==> src/design/utra_pkg.sv <==
`default_nettype none
// ---------------------------------------------------------------------------
// utra_pkg
// Shared constants and the digit encoding for the radix to ASCII converter.
// ---------------------------------------------------------------------------
package utra_pkg;

	localparam int DEFAULT_MAX_DIGITS = 64;
	localparam int DEFAULT_VALUE_BITS = 64;

	localparam int NUMBER_W = 64;
	localparam int RADIX_W  = 6;
	localparam int CHAR_W   = 7;
	localparam int COUNT_W  = 7;

	localparam int DIV_BITS_PER_CYCLE = 4;

	localparam logic [RADIX_W-1:0] RADIX_MIN     = 6'd2;
	localparam logic [RADIX_W-1:0] RADIX_MAX     = 6'd36;
	localparam logic [RADIX_W-1:0] DECIMAL_LIMIT = 6'd10;
	localparam logic [CHAR_W-1:0]  CHAR_ZERO     = 7'h30;
	localparam logic [CHAR_W-1:0]  CHAR_A        = 7'h41;

	function automatic logic [CHAR_W-1:0] digit_to_ascii(input logic [RADIX_W-1:0] d);
		logic [CHAR_W-1:0] c;
		if (d < DECIMAL_LIMIT) begin
			c = CHAR_ZERO + CHAR_W'(d);
		end else begin
			c = CHAR_A + CHAR_W'(d - DECIMAL_LIMIT);
		end
		return c;
	endfunction

endpackage

`default_nettype wire

==> src/design/utra_front.sv <==
`default_nettype none
// ---------------------------------------------------------------------------
// utra_front
// Accepts conversion requests, trims the value, clamps the radix and queues
// the job for the divider in a two-entry queue.
// ---------------------------------------------------------------------------
module utra_front
	import utra_pkg::*;
#(
	parameter int VALUE_BITS = DEFAULT_VALUE_BITS
) (
	input  wire logic                  clk,
	input  wire logic                  arst_n,
	input  wire logic                  item_valid,
	output logic                       item_stall,
	input  wire logic [NUMBER_W-1:0]   number,
	input  wire logic [RADIX_W-1:0]    radix,
	output logic                       job_valid,
	input  wire logic                  job_take,
	output logic [VALUE_BITS-1:0]      job_value,
	output logic [RADIX_W-1:0]         job_radix
);

	logic [VALUE_BITS-1:0] value_q [2];
	logic [RADIX_W-1:0]    radix_q [2];
	logic                  wr_ptr_q;
	logic                  rd_ptr_q;
	logic [1:0]            cnt_q;
	logic                  push;
	logic                  pop;
	logic [RADIX_W-1:0]    radix_clamped;

	always_comb begin
		priority if (radix < RADIX_MIN) begin
			radix_clamped = RADIX_MIN;
		end else if (radix > RADIX_MAX) begin
			radix_clamped = RADIX_MAX;
		end else begin
			radix_clamped = radix;
		end
	end

	assign item_stall = (cnt_q == 2'd2);
	assign push       = item_valid && !item_stall;
	assign pop        = job_take && job_valid;
	assign job_valid  = (cnt_q != 2'd0);
	assign job_value  = value_q[rd_ptr_q];
	assign job_radix  = radix_q[rd_ptr_q];

	always_ff @(posedge clk) begin
		if (push) begin
			value_q[wr_ptr_q] <= number[VALUE_BITS-1:0];
			radix_q[wr_ptr_q] <= radix_clamped;
		end
	end

	always_ff @(posedge clk or negedge arst_n) begin
		if (!arst_n) begin
			wr_ptr_q <= 1'b0;
			rd_ptr_q <= 1'b0;
			cnt_q    <= 2'd0;
		end else begin
			if (push) begin
				wr_ptr_q <= !wr_ptr_q;
			end
			if (pop) begin
				rd_ptr_q <= !rd_ptr_q;
			end
			if (push && !pop) begin
				cnt_q <= cnt_q + 2'd1;
			end else if (pop && !push) begin
				cnt_q <= cnt_q - 2'd1;
			end
		end
	end

endmodule

`default_nettype wire

==> src/design/utra_back.sv <==
`default_nettype none
// ---------------------------------------------------------------------------
// utra_back
// Repeated division by the radix, four quotient bits a cycle, into a digit
// store, then emission of the digits most significant first as ASCII.
// ---------------------------------------------------------------------------
module utra_back
	import utra_pkg::*;
#(
	parameter int MAX_DIGITS = DEFAULT_MAX_DIGITS,
	parameter int VALUE_BITS = DEFAULT_VALUE_BITS
) (
	input  wire logic                  clk,
	input  wire logic                  arst_n,
	input  wire logic                  job_valid,
	output logic                       job_take,
	input  wire logic [VALUE_BITS-1:0] job_value,
	input  wire logic [RADIX_W-1:0]    job_radix,
	output logic                       digit_valid,
	input  wire logic                  digit_stall,
	output logic [CHAR_W-1:0]          digit_char,
	output logic [COUNT_W-1:0]         digit_count,
	output logic                       last_digit
);

	localparam int DB    = DIV_BITS_PER_CYCLE;
	localparam int QW    = ((VALUE_BITS + DB - 1) / DB) * DB;
	localparam int STEPS = QW / DB;
	localparam int SW    = (STEPS > 1) ? $clog2(STEPS) : 1;
	localparam int IW    = $clog2(MAX_DIGITS);
	localparam int CW    = $clog2(MAX_DIGITS + 1);

	typedef enum logic [1:0] {
		S_IDLE,
		S_DIV,
		S_RD,
		S_LOAD
	} state_t;

	state_t             state_q;
	logic [QW-1:0]      quot_q;
	logic [RADIX_W-1:0] radix_q;
	logic [RADIX_W-1:0] rem_q;
	logic [SW-1:0]      step_q;
	logic [CW-1:0]      n_q;
	logic [IW-1:0]      rd_idx_q;
	logic [RADIX_W-1:0] rd_data_q;
	logic               out_valid_q;
	logic [CHAR_W-1:0]  out_char_q;
	logic [COUNT_W-1:0] out_count_q;
	logic               out_last_q;

	logic [RADIX_W-1:0] store [MAX_DIGITS];

	logic [RADIX_W-1:0] rem_next;
	logic [DB-1:0]      qbits;
	logic [QW-1:0]      quot_next;
	logic               step_last;
	logic               slot_free;
	logic               load_digit;

	always_comb begin
		logic [RADIX_W:0] t;
		logic [RADIX_W-1:0] r;
		r     = rem_q;
		qbits = '0;
		for (int i = 0; i < DB; i++) begin
			t = {r, quot_q[QW-1-i]};
			if (t >= {1'b0, radix_q}) begin
				t = t - {1'b0, radix_q};
				qbits[DB-1-i] = 1'b1;
			end
			r = t[RADIX_W-1:0];
		end
		rem_next  = r;
		quot_next = {quot_q[QW-DB-1:0], qbits};
	end

	assign step_last   = (step_q == SW'(STEPS - 1));
	assign slot_free   = !out_valid_q || !digit_stall;
	assign load_digit  = (state_q == S_LOAD) && slot_free;
	assign job_take    = job_valid && (state_q == S_IDLE);
	assign digit_valid = out_valid_q;
	assign digit_char  = out_char_q;
	assign digit_count = out_count_q;
	assign last_digit  = out_last_q;

	always_ff @(posedge clk) begin
		if (state_q == S_DIV && step_last) begin
			store[n_q[IW-1:0]] <= rem_next;
		end
	end

	always_ff @(posedge clk) begin
		rd_data_q <= store[rd_idx_q];
	end

	always_ff @(posedge clk or negedge arst_n) begin
		if (!arst_n) begin
			state_q     <= S_IDLE;
			quot_q      <= '0;
			radix_q     <= RADIX_MIN;
			rem_q       <= '0;
			step_q      <= '0;
			n_q         <= '0;
			rd_idx_q    <= '0;
			out_valid_q <= 1'b0;
			out_char_q  <= '0;
			out_count_q <= '0;
			out_last_q  <= 1'b0;
		end else begin
			if (load_digit) begin
				out_valid_q <= 1'b1;
			end else if (out_valid_q && !digit_stall) begin
				out_valid_q <= 1'b0;
			end
			unique case (state_q)
				S_IDLE: begin
					if (job_valid) begin
						quot_q  <= QW'(job_value);
						radix_q <= job_radix;
						rem_q   <= '0;
						step_q  <= '0;
						n_q     <= '0;
						state_q <= S_DIV;
					end
				end
				S_DIV: begin
					quot_q <= quot_next;
					if (step_last) begin
						n_q    <= n_q + CW'(1);
						rem_q  <= '0;
						step_q <= '0;
						if (quot_next == '0 || n_q == CW'(MAX_DIGITS - 1)) begin
							rd_idx_q <= n_q[IW-1:0];
							state_q  <= S_RD;
						end
					end else begin
						rem_q  <= rem_next;
						step_q <= step_q + SW'(1);
					end
				end
				S_RD: begin
					state_q <= S_LOAD;
				end
				S_LOAD: begin
					if (slot_free) begin
						out_char_q  <= digit_to_ascii(rd_data_q);
						out_count_q <= COUNT_W'(n_q);
						out_last_q  <= (rd_idx_q == '0);
						if (rd_idx_q == '0) begin
							state_q <= S_IDLE;
						end else begin
							rd_idx_q <= rd_idx_q - IW'(1);
							state_q  <= S_RD;
						end
					end
				end
				default: begin
					state_q <= S_IDLE;
				end
			endcase
		end
	end

	a_rem_below_radix: assert property (@(posedge clk) disable iff (!arst_n)
		(state_q == S_DIV) |-> (rem_q < radix_q))
		else $error("partial remainder not below radix");

	a_radix_in_range: assert property (@(posedge clk) disable iff (!arst_n)
		(state_q != S_IDLE) |-> (radix_q >= RADIX_MIN && radix_q <= RADIX_MAX))
		else $error("radix out of range during conversion");

	a_count_bound: assert property (@(posedge clk) disable iff (!arst_n)
		(n_q <= CW'(MAX_DIGITS)))
		else $error("digit count beyond store depth");

	a_char_range: assert property (@(posedge clk) disable iff (!arst_n)
		out_valid_q |-> (out_char_q >= CHAR_ZERO && out_char_q <= 7'h5A
			&& out_count_q != '0))
		else $error("emitted digit malformed");

endmodule

`default_nettype wire

==> src/design/unsigned_to_radix_ascii.sv <==
`default_nettype none
// ---------------------------------------------------------------------------
// unsigned_to_radix_ascii
// Converts an unsigned value to ASCII digits in a radix from 2 to 36.
// ---------------------------------------------------------------------------
// Usage: a request (number, radix) is transferred on the item channel when
// item_valid is high and item_stall is low. Each request yields one digit
// transfer per digit on the digit channel, most significant first, with
// digit_count on every transfer and last_digit on the final one. Zero gives
// the single digit '0'. A radix below 2 is taken as 2, above 36 as 36.
// Timing: the divider yields four quotient bits a cycle for each digit; once
// all digits are in the digit store, each is read from the store and then
// loaded into the output register. One item is converted at a time; a
// two-entry request queue takes further requests meanwhile.
// Reset clears the queue, the sequencer and the output register. While the
// receiver stalls, the output digit holds and the sequencer waits.
// ---------------------------------------------------------------------------
module unsigned_to_radix_ascii
	import utra_pkg::*;
#(
	parameter int MAX_DIGITS = DEFAULT_MAX_DIGITS,
	parameter int VALUE_BITS = DEFAULT_VALUE_BITS
) (
	input  wire logic                clk,
	input  wire logic                arst_n,
	input  wire logic                item_valid,
	output logic                     item_stall,
	input  wire logic [NUMBER_W-1:0] number,
	input  wire logic [RADIX_W-1:0]  radix,
	output logic                     digit_valid,
	input  wire logic                digit_stall,
	output logic [CHAR_W-1:0]        digit_char,
	output logic [COUNT_W-1:0]       digit_count,
	output logic                     last_digit
);

	logic                  job_valid;
	logic                  job_take;
	logic [VALUE_BITS-1:0] job_value;
	logic [RADIX_W-1:0]    job_radix;

	utra_front #(
		.VALUE_BITS(VALUE_BITS)
	) u_front (
		.clk        (clk),
		.arst_n     (arst_n),
		.item_valid (item_valid),
		.item_stall (item_stall),
		.number     (number),
		.radix      (radix),
		.job_valid  (job_valid),
		.job_take   (job_take),
		.job_value  (job_value),
		.job_radix  (job_radix)
	);

	utra_back #(
		.MAX_DIGITS(MAX_DIGITS),
		.VALUE_BITS(VALUE_BITS)
	) u_back (
		.clk         (clk),
		.arst_n      (arst_n),
		.job_valid   (job_valid),
		.job_take    (job_take),
		.job_value   (job_value),
		.job_radix   (job_radix),
		.digit_valid (digit_valid),
		.digit_stall (digit_stall),
		.digit_char  (digit_char),
		.digit_count (digit_count),
		.last_digit  (last_digit)
	);

endmodule

`default_nettype wire
==> config.mk <==
export PLATFORM = sky130hd
export DESIGN_NAME = unsigned_to_radix_ascii
export DESIGN_NICKNAME = d
export VERILOG_FILES = /design/src/design/utra_pkg.sv /design/src/design/utra_front.sv /design/src/design/utra_back.sv /design/src/design/unsigned_to_radix_ascii.sv
export SDC_FILE = /design/constraint.sdc
export NUM_CORES = 1
export LEC_CHECK = 0
export BUFFER_PORTS_ARGS = -buffer_cell sky130_fd_sc_hd__buf_2
export CELL_PAD_IN_SITES_DETAIL_PLACEMENT = 0
export CELL_PAD_IN_SITES_GLOBAL_PLACEMENT = 1
export CORE_AREA = 10 10 259 236
export CTS_BUF_LIST = sky130_fd_sc_hd__clkbuf_8
export DETAILED_ROUTE_END_ITERATION = 10
export DIE_AREA = 0 0 269 246
export PLACE_DENSITY = 0.85
export SYNTH_ARGS = -nofsm -noshare
export SYNTH_HDL_FRONTEND = slang
export SYNTH_HIERARCHICAL = 1
export SYNTH_SLANG_ARGS = --single-unit
==> constraint.sdc <==
create_clock -name clk -period 9.82 [get_ports clk]
set_clock_uncertainty 0.1 [all_clocks]
set_input_delay 0 -clock clk [delete_from_list [all_inputs] [get_ports clk]]
set_output_delay 0 -clock clk [all_outputs]
set_load 0.05 [all_outputs]
=== Yosys cells after proc, flatten, opt, wreduce, memory -nomap -nowiden ===
Memories as Yosys holds them, arrays and structs flattened. A register that Yosys moved wholly into a read port is not among the register bits.
Index checks and enable logic that the tools add are counted.
W data, S select, Z words.

* Register bits after elaboration: 109
* Latch bits: 0
* Memory bits (writable): 524
* ROM bits: 0
* Bits of input ports: 74
* Output and inout bits: 17
* Memories: 3

{| class="wikitable"
|+ Memory list
! name !! words !! width !! read ports !! clocked after memory_dff !! write ports !! RTL line !! source
|-
| u_back.store || 64 || 6 || 1 || 1 || 1 || utra_back.sv:53 || <nowiki>logic [RADIX_W-1:0] store [MAX_DIGITS];</nowiki>
|-
| u_front.value_q || 2 || 64 || 1 || 0 || 1 || utra_front.sv:24 || <nowiki>logic [VALUE_BITS-1:0] value_q [2];</nowiki>
|-
| u_front.radix_q || 2 || 6 || 1 || 1 || 1 || utra_front.sv:25 || <nowiki>logic [RADIX_W-1:0] radix_q [2];</nowiki>
|}

* Add/sub/neg operators: 12
* Multipliers: 0
* Div/mod/pow operators: 0
* Order comparisons: 7
* Equality and inequality tests: 11
* Shift operators: 0
* Multiplexer cells: 41
* Bitwise logic cells: 0
* Reductions and logical operators: 32

{| class="wikitable"
|+ Operators with widths
! kind !! number
|-
| $pmux W64 S2 || 1
|-
| $mux W6 || 12
|-
| $logic_not A64 Y1 || 1
|-
| $mux W64 || 1
|-
| $ge A7 B6 Y1 || 4
|-
| $pmux W6 S2 || 2
|-
| $sub A6 B6 Y6 || 4
|-
| $mux W7 || 3
|-
| $mux W2 || 7
|-
| $pmux W7 S2 || 1
|-
| $mux W1 || 10
|-
| $reduce_bool A2 Y1 || 5
|-
| $logic_and A1 B1 Y1 || 8
|-
| $logic_not A1 Y1 || 8
|-
| $mux W4 || 2
|-
| $pmux W2 S4 || 1
|-
| $pmux W4 S2 || 1
|-
| $add A6 B6 Y7 const A || 1
|-
| $add A7 B1 Y7 const B || 1
|-
| $add A7 B7 Y7 const A || 1
|-
| $eq A7 B6 Y1 const B || 1
|-
| $sub A6 B4 Y7 const B || 1
|-
| $eq A2 B2 Y1 const B || 3
|-
| $gt A6 B6 Y1 const B || 1
|-
| 17 further kinds || 23
|}

=== Logic depth before layout (Yosys ltp) ===
* Depth in word-level cells: 13
* Mapped depth: 35
* Depth with buffers taken out: 32

=== Modules after synthesis ===
Netlist, hierarchy kept.

{| class="wikitable"
|+ By module, submodules not included
! module !! times used !! cells an instance !! area an instance (µm²) !! sequential area each (µm²)
|-
| utra_back || 1 || 1,571 || 21,892.2 || 14,430.1
|-
| utra_front || 1 || 248 || 5,666.7 || 4,304.1
|}

=== Least setup slack after synthesis ===
No wires, ideal clock.

* Path kind: register to register
* Start: register u_back.radix_q[1] (read register of u_front.radix_q)
* End: memory u_back.store[0][0] (data pin)
* Setup time: 0.571 ns
* Data arrival time: 8.330 ns
* Required time: 9.149 ns
* Path slack: 0.819 ns
* Cell stages (with the launch flop): 30
* Path buffers: 2
* Cells stage by stage: dfstp_2 > inv_1 > ha_1 > nor2b_1 > o21ai_2 > a31oi_1 > buf_6 > nor2_1 > a21oi_1 > ha_1 > a21o_1 > a211oi_1 > o21ai_1 > a21o_1 > buf_6 > mux2_2 > ha_1 > and3_4 > o21ai_2 > nand3_1 > a221oi_1 > nand3_1 > mux2i_4 > mux2_2 > ha_1 > and3_1 > a311o_1 > o22ai_1 > o221ai_4 > mux2i_1

* Cells in the longest elaborated chain, start to end: 8

{| class="wikitable"
|+ RTL lines
! what !! RTL line !! source
|-
| from (decl) || utra_back.sv:42 || <nowiki>logic [RADIX_W-1:0] radix_q;</nowiki>
|-
| $sub A6 B6 Y6 or $ge A7 B6 Y1 (tied branches) || utra_back.sv:70, utra_back.sv:69 ||
|-
| $mux W6 || utra_back.sv:69 || <nowiki>if (t >= {1'b0, radix_q}) begin</nowiki>
|-
| $sub A6 B6 Y6 or $ge A7 B6 Y1 (tied branches) || utra_back.sv:70, utra_back.sv:69 ||
|-
| $mux W6 || utra_back.sv:69 ||
|-
| $sub A6 B6 Y6 or $ge A7 B6 Y1 (tied branches) || utra_back.sv:70, utra_back.sv:69 ||
|-
| $mux W6 || utra_back.sv:69 ||
|-
| $ge A7 B6 Y1 (*) || utra_back.sv:69 ||
|-
| $mux W6 (*) || utra_back.sv:69 ||
|-
| net u_back.rem_next[0] || utra_back.sv:55 || <nowiki>logic [RADIX_W-1:0] rem_next;</nowiki>
|-
| to (decl) || utra_back.sv:53 ||
|}

The timed path passes the listed nets; every way through them passes the cells marked *.

=== Final worst setup path ===
* Start: register u_back.radix_q[1] (read register of u_front.radix_q)
* End: register u_back.rd_idx_q[2]

* Cells in the longest elaborated chain, start to end: 12

{| class="wikitable"
|+ RTL lines
! what !! RTL line !! source
|-
| $sub A6 B6 Y6 or $ge A7 B6 Y1 (tied branches) || utra_back.sv:70, utra_back.sv:69 ||
|-
| $mux W6 || utra_back.sv:69 ||
|-
| $sub A6 B6 Y6 or $ge A7 B6 Y1 (tied branches) || utra_back.sv:70, utra_back.sv:69 ||
|-
| $mux W6 || utra_back.sv:69 ||
|-
| $sub A6 B6 Y6 or $ge A7 B6 Y1 (tied branches) || utra_back.sv:70, utra_back.sv:69 ||
|-
| $mux W6 || utra_back.sv:69 ||
|-
| $ge A7 B6 Y1 || utra_back.sv:69 ||
|-
| $mux W1 || utra_back.sv:69 ||
|-
| $logic_not A64 Y1 (*) || utra_back.sv:134 || <nowiki>if (quot_next == '0 || n_q == CW'(MAX_DIGITS - 1)) begin</nowiki>
|-
| $logic_or A1 B1 Y1 (*) || utra_back.sv:134 ||
|-
| $ne A2 B2 Y1 (no source line) (*) || n/a ||
|-
| $reduce_and A5 Y1 (no source line) (*) || n/a ||
|-
| to (signal assigned) || utra_back.sv:135 || <nowiki>rd_idx_q <= n_q[IW-1:0];</nowiki>
|-
| to (signal assigned) || utra_back.sv:154 || <nowiki>rd_idx_q <= rd_idx_q - IW'(1);</nowiki>
|-
| to (decl) || utra_back.sv:46 || <nowiki>logic [IW-1:0] rd_idx_q;</nowiki>
|}

Every way passes the cells marked *; elsewhere a longest branch is shown, timed or not.
A chain may end at the register's enable or synchronous reset.

==> qor.csv <==
stage,metric,value,unit
sta,timing.fmax,112,MHz
global_route,top_usage_layer,met2,
floorplanning,dieWidth,269,microns
clocking,clk_latency,710,ps
global_route,grt_pass1_wl,103000,microns
synth,synthTopCellsByArea,"edfxtp_1 57%, dfrtp_1 10%, mux2_4 4.1%",
placement,port_buffers,90,
global_route,grt-ovfl-total,0,
status,outcome,finished clean,
finish,final_common_cell,edfxtp_1,
floorplanning,row_count,82,
drt,dr.first_iter.drc_count,1883,
clocking,cts.sinks,645,
floorplanning,ios,91,
synth,yosysSeqAreaShare,68.0,%
drt,via_per_inst,5.95,
sta,period_share,90.6,%
drt,vias,17200,
sta,fin_tns_setup,0,ps
synth,yosys_warnings,6,
sta,fin_ws,924,ps
global_route,grt_pass1_vias,17300,
power_and_ir_drop,p_total,5.70,mW
synth,synth_cell_type_count,71,
floorplanning,initial_core_util,49.7,%
finish,fin_nets,2172,
clocking,tritoncts,yes,
floorplanning,coreArea,55500,sq um
floorplanning,die_area,66200,sq um
synth,synth_top_area_cell,edfxtp_1,
finish,final_cell_mix,"524 x edfxtp_1, 164 x nor2_1, 141 x dlygate4sd3_1, 141 x o22ai_1, 116 x a21oi_1",
synth,syn-num-nets,1929,
clocking,cts.repair.resized,0,
power_and_ir_drop,power.density,179,nW/um^2
synth,async_reset_ff_share,17.8,%
placement,dp_hpwl,38700,microns
clocking,cts.clk_slew.worst_paths,60,ps
drt,drcViolationCount,0,
clocking,clk_path_buf_depth,3,
clocking,cts_buffers,98,
drt,post_drt_wl_per_cell,23.0,microns
sta,rsz0062_at_grt,no,
placement,placedCellCount,2576,
global_route,grt_util_met1,27.9,%
placement,place_congestion,0.873,
clocking,htreeDepth,3,
worst_setup_path,cp.required,10280,ps
global_route,grt_max_degree,74,
synth,syn_area,27600,sq um
sta,fin_crit,8900,ps
worst_setup_path,slowest_stage,dfstp_2,
worst_setup_path,start_kind,flop,
synth,synth-edff-count,524,
floorplanning,fp.dieH,246,microns
sta,relSlewSlack,22.5,%
global_route,use_met3,4.16,%
power_and_ir_drop,peakVddDrop,0.000328,V
hold_path,hold_path.class,primary input to flop,
finish,fin_util,57.4,%
placement,placedInstanceArea,28600,sq um
worst_setup_path,cp_common_cell,ha_1,
placement,place_ws,1020,ps
global_route,antenna_found_initial,0,
sta,finalSetupViolCount,0,
worst_setup_path,path_max_fanout,14,
finish,fill_cells,4140,
drt,dr.pass1.iters,6,
worst_setup_path,cp-end-kind,flop,
finish,final_area,31900,sq um
drt,ant_nets,0,
synth,synth_top_cell_area_share,57.1,%
finish,instances_no_fill,2898,
sta,hold_viol_final,0,
finish,area_growth,15.6,%
worst_setup_path,crit_type,flop to flop,
worst_setup_path,critPathArrivalTime,9350,ps
synth,dominantRegCellSynth,edfxtp_1,
power_and_ir_drop,power_leakage,9.42,nW
synth,syn_inst,1819,
global_route,use_met2,31.8,%
finish,drive_gt1_share,18.8,%
sta,worst_pin_slew,1160,ps
sta,whs,174,ps
worst_setup_path,slowest_delay,580,ps
drt,wl,66500,microns
sta,final_max_slew_viol_count,0,
synth,synth-seq-cells,645,
flow_run,cap_violations,0,
global_route,grt_use_total,20.2,%
clocking,root_buffer,clkbuf_8,
synth,synth_area_per_cell,15.2,sq um
worst paths after layout:
check	slack, ps	to	from	cells after the start
setup / recovery	920	u_back/rd_idx_q[2]	u_back/radix_q[1]	31
hold / removal	170	u_front/wr_ptr_q	item_valid	4
setup reg to reg	920	u_back/rd_idx_q[2]	u_back/radix_q[1]	31
hold reg to reg	390	u_back/quot_q[60]	u_back/quot_q[60]	2
max in group asynchronous	8650	u_front/rd_ptr_q	arst_n	4
min in group asynchronous	330	u_back/radix_q[1]	arst_n	3
synth_stat cells (24+ instances only):
master	n
a21oi_1	116
clkbuf_1	77
dfrtp_1	114
edfxtp_1	524
ha_1	32
inv_1	30
mux2_4	75
mux2i_1	104
mux4_2	48
nand2_1	48
nor2_1	165
o21ai_0	61
o221ai_1	24
o22ai_1	141
flip-flops by register name (all words and copies together), names as in the netlist:
name and cells:
u_back/digit_valid 1, u_front/value_q 128, u_back/step_q 4, u_back/store 384
u_back/rd_idx_q 6, u_back/rem_q 6, u_front/rd_ptr_q 1, u_back/digit_char 7
u_front/radix_q 12, u_back/radix_q 6, u_back/digit_count 7, u_front/cnt_q 2
u_back/state_q 2, u_front/wr_ptr_q 1, u_back/rd_data_q 6, u_back/last_digit 1
u_back/quot_q 64, u_back/n_q 7
logic make-up (layout without fill, tap and decap cells):
group / after synthesis / count (layout) / share of synthesized area (%)
compound gates: 401 / 401 / 9.02
xor+xnor: 25 / 25 / 0.795
fa+ha+maj: 37 / 37 / 1.78
buf+inv: 142 / 464 / 2.47
flops: 645 / 645 / 68.0
mux: 247 / 247 / 12.6
other cells: 0 / 1 / 0
simple gates: 322 / 322 / 5.31
cell type report:
type | count | area, sq um | area share [%]
clock buffers | 101 | 1390 | 4.36
flip-flops and latches | 645 | 18700 | 58.8
multi-input cells | 1032 | 8170 | 25.6
repair buffers | 254 | 2060 | 6.46
inverters | 31 | 116 | 0.365
diodes | 1 | 2.50 | 0.00785
well taps | 756 | 946 | 2.97
clock inverters | 78 | 439 | 1.38
power breakdown:
part           total, mW  switching, mW  leakage (nW)  internal, mW
logic              0.467          0.286          3.62         0.181
registers           3.15         0.0457          4.73          3.10
clock network       2.09           1.04          1.07          1.04
total               5.70           1.37          9.42          4.33
critical path: cells and delay by family (launching register included):
| kind | cells | cell delay (ps) |
|---|---|---|
| AOI/OAI and AO/OA | 13 | 3110 |
| and+or+nand+nor | 8 | 1610 |
| muxes | 4 | 1530 |
| adders and majority gates | 4 | 1390 |
| DFF | 1 | 580 |
| buffers and inverters | 2 | 430 |
repair_timing:
item / 4_1_cts / 5_1_grt
hold endpoints to repair: 219 / 0
hold buffers: 142 / 0
endpoints found under the setup margin: 0 / 0
buffers inserted: 0 / 0
metal layers:
layer,part of all wire [%],vias up
li1,-,7610
met1,42,8686
met2,48,820
met3,7.9,128
met4,2.4,0
met5,0,-
No activity file was read; power rests on OpenSTA's default activity.
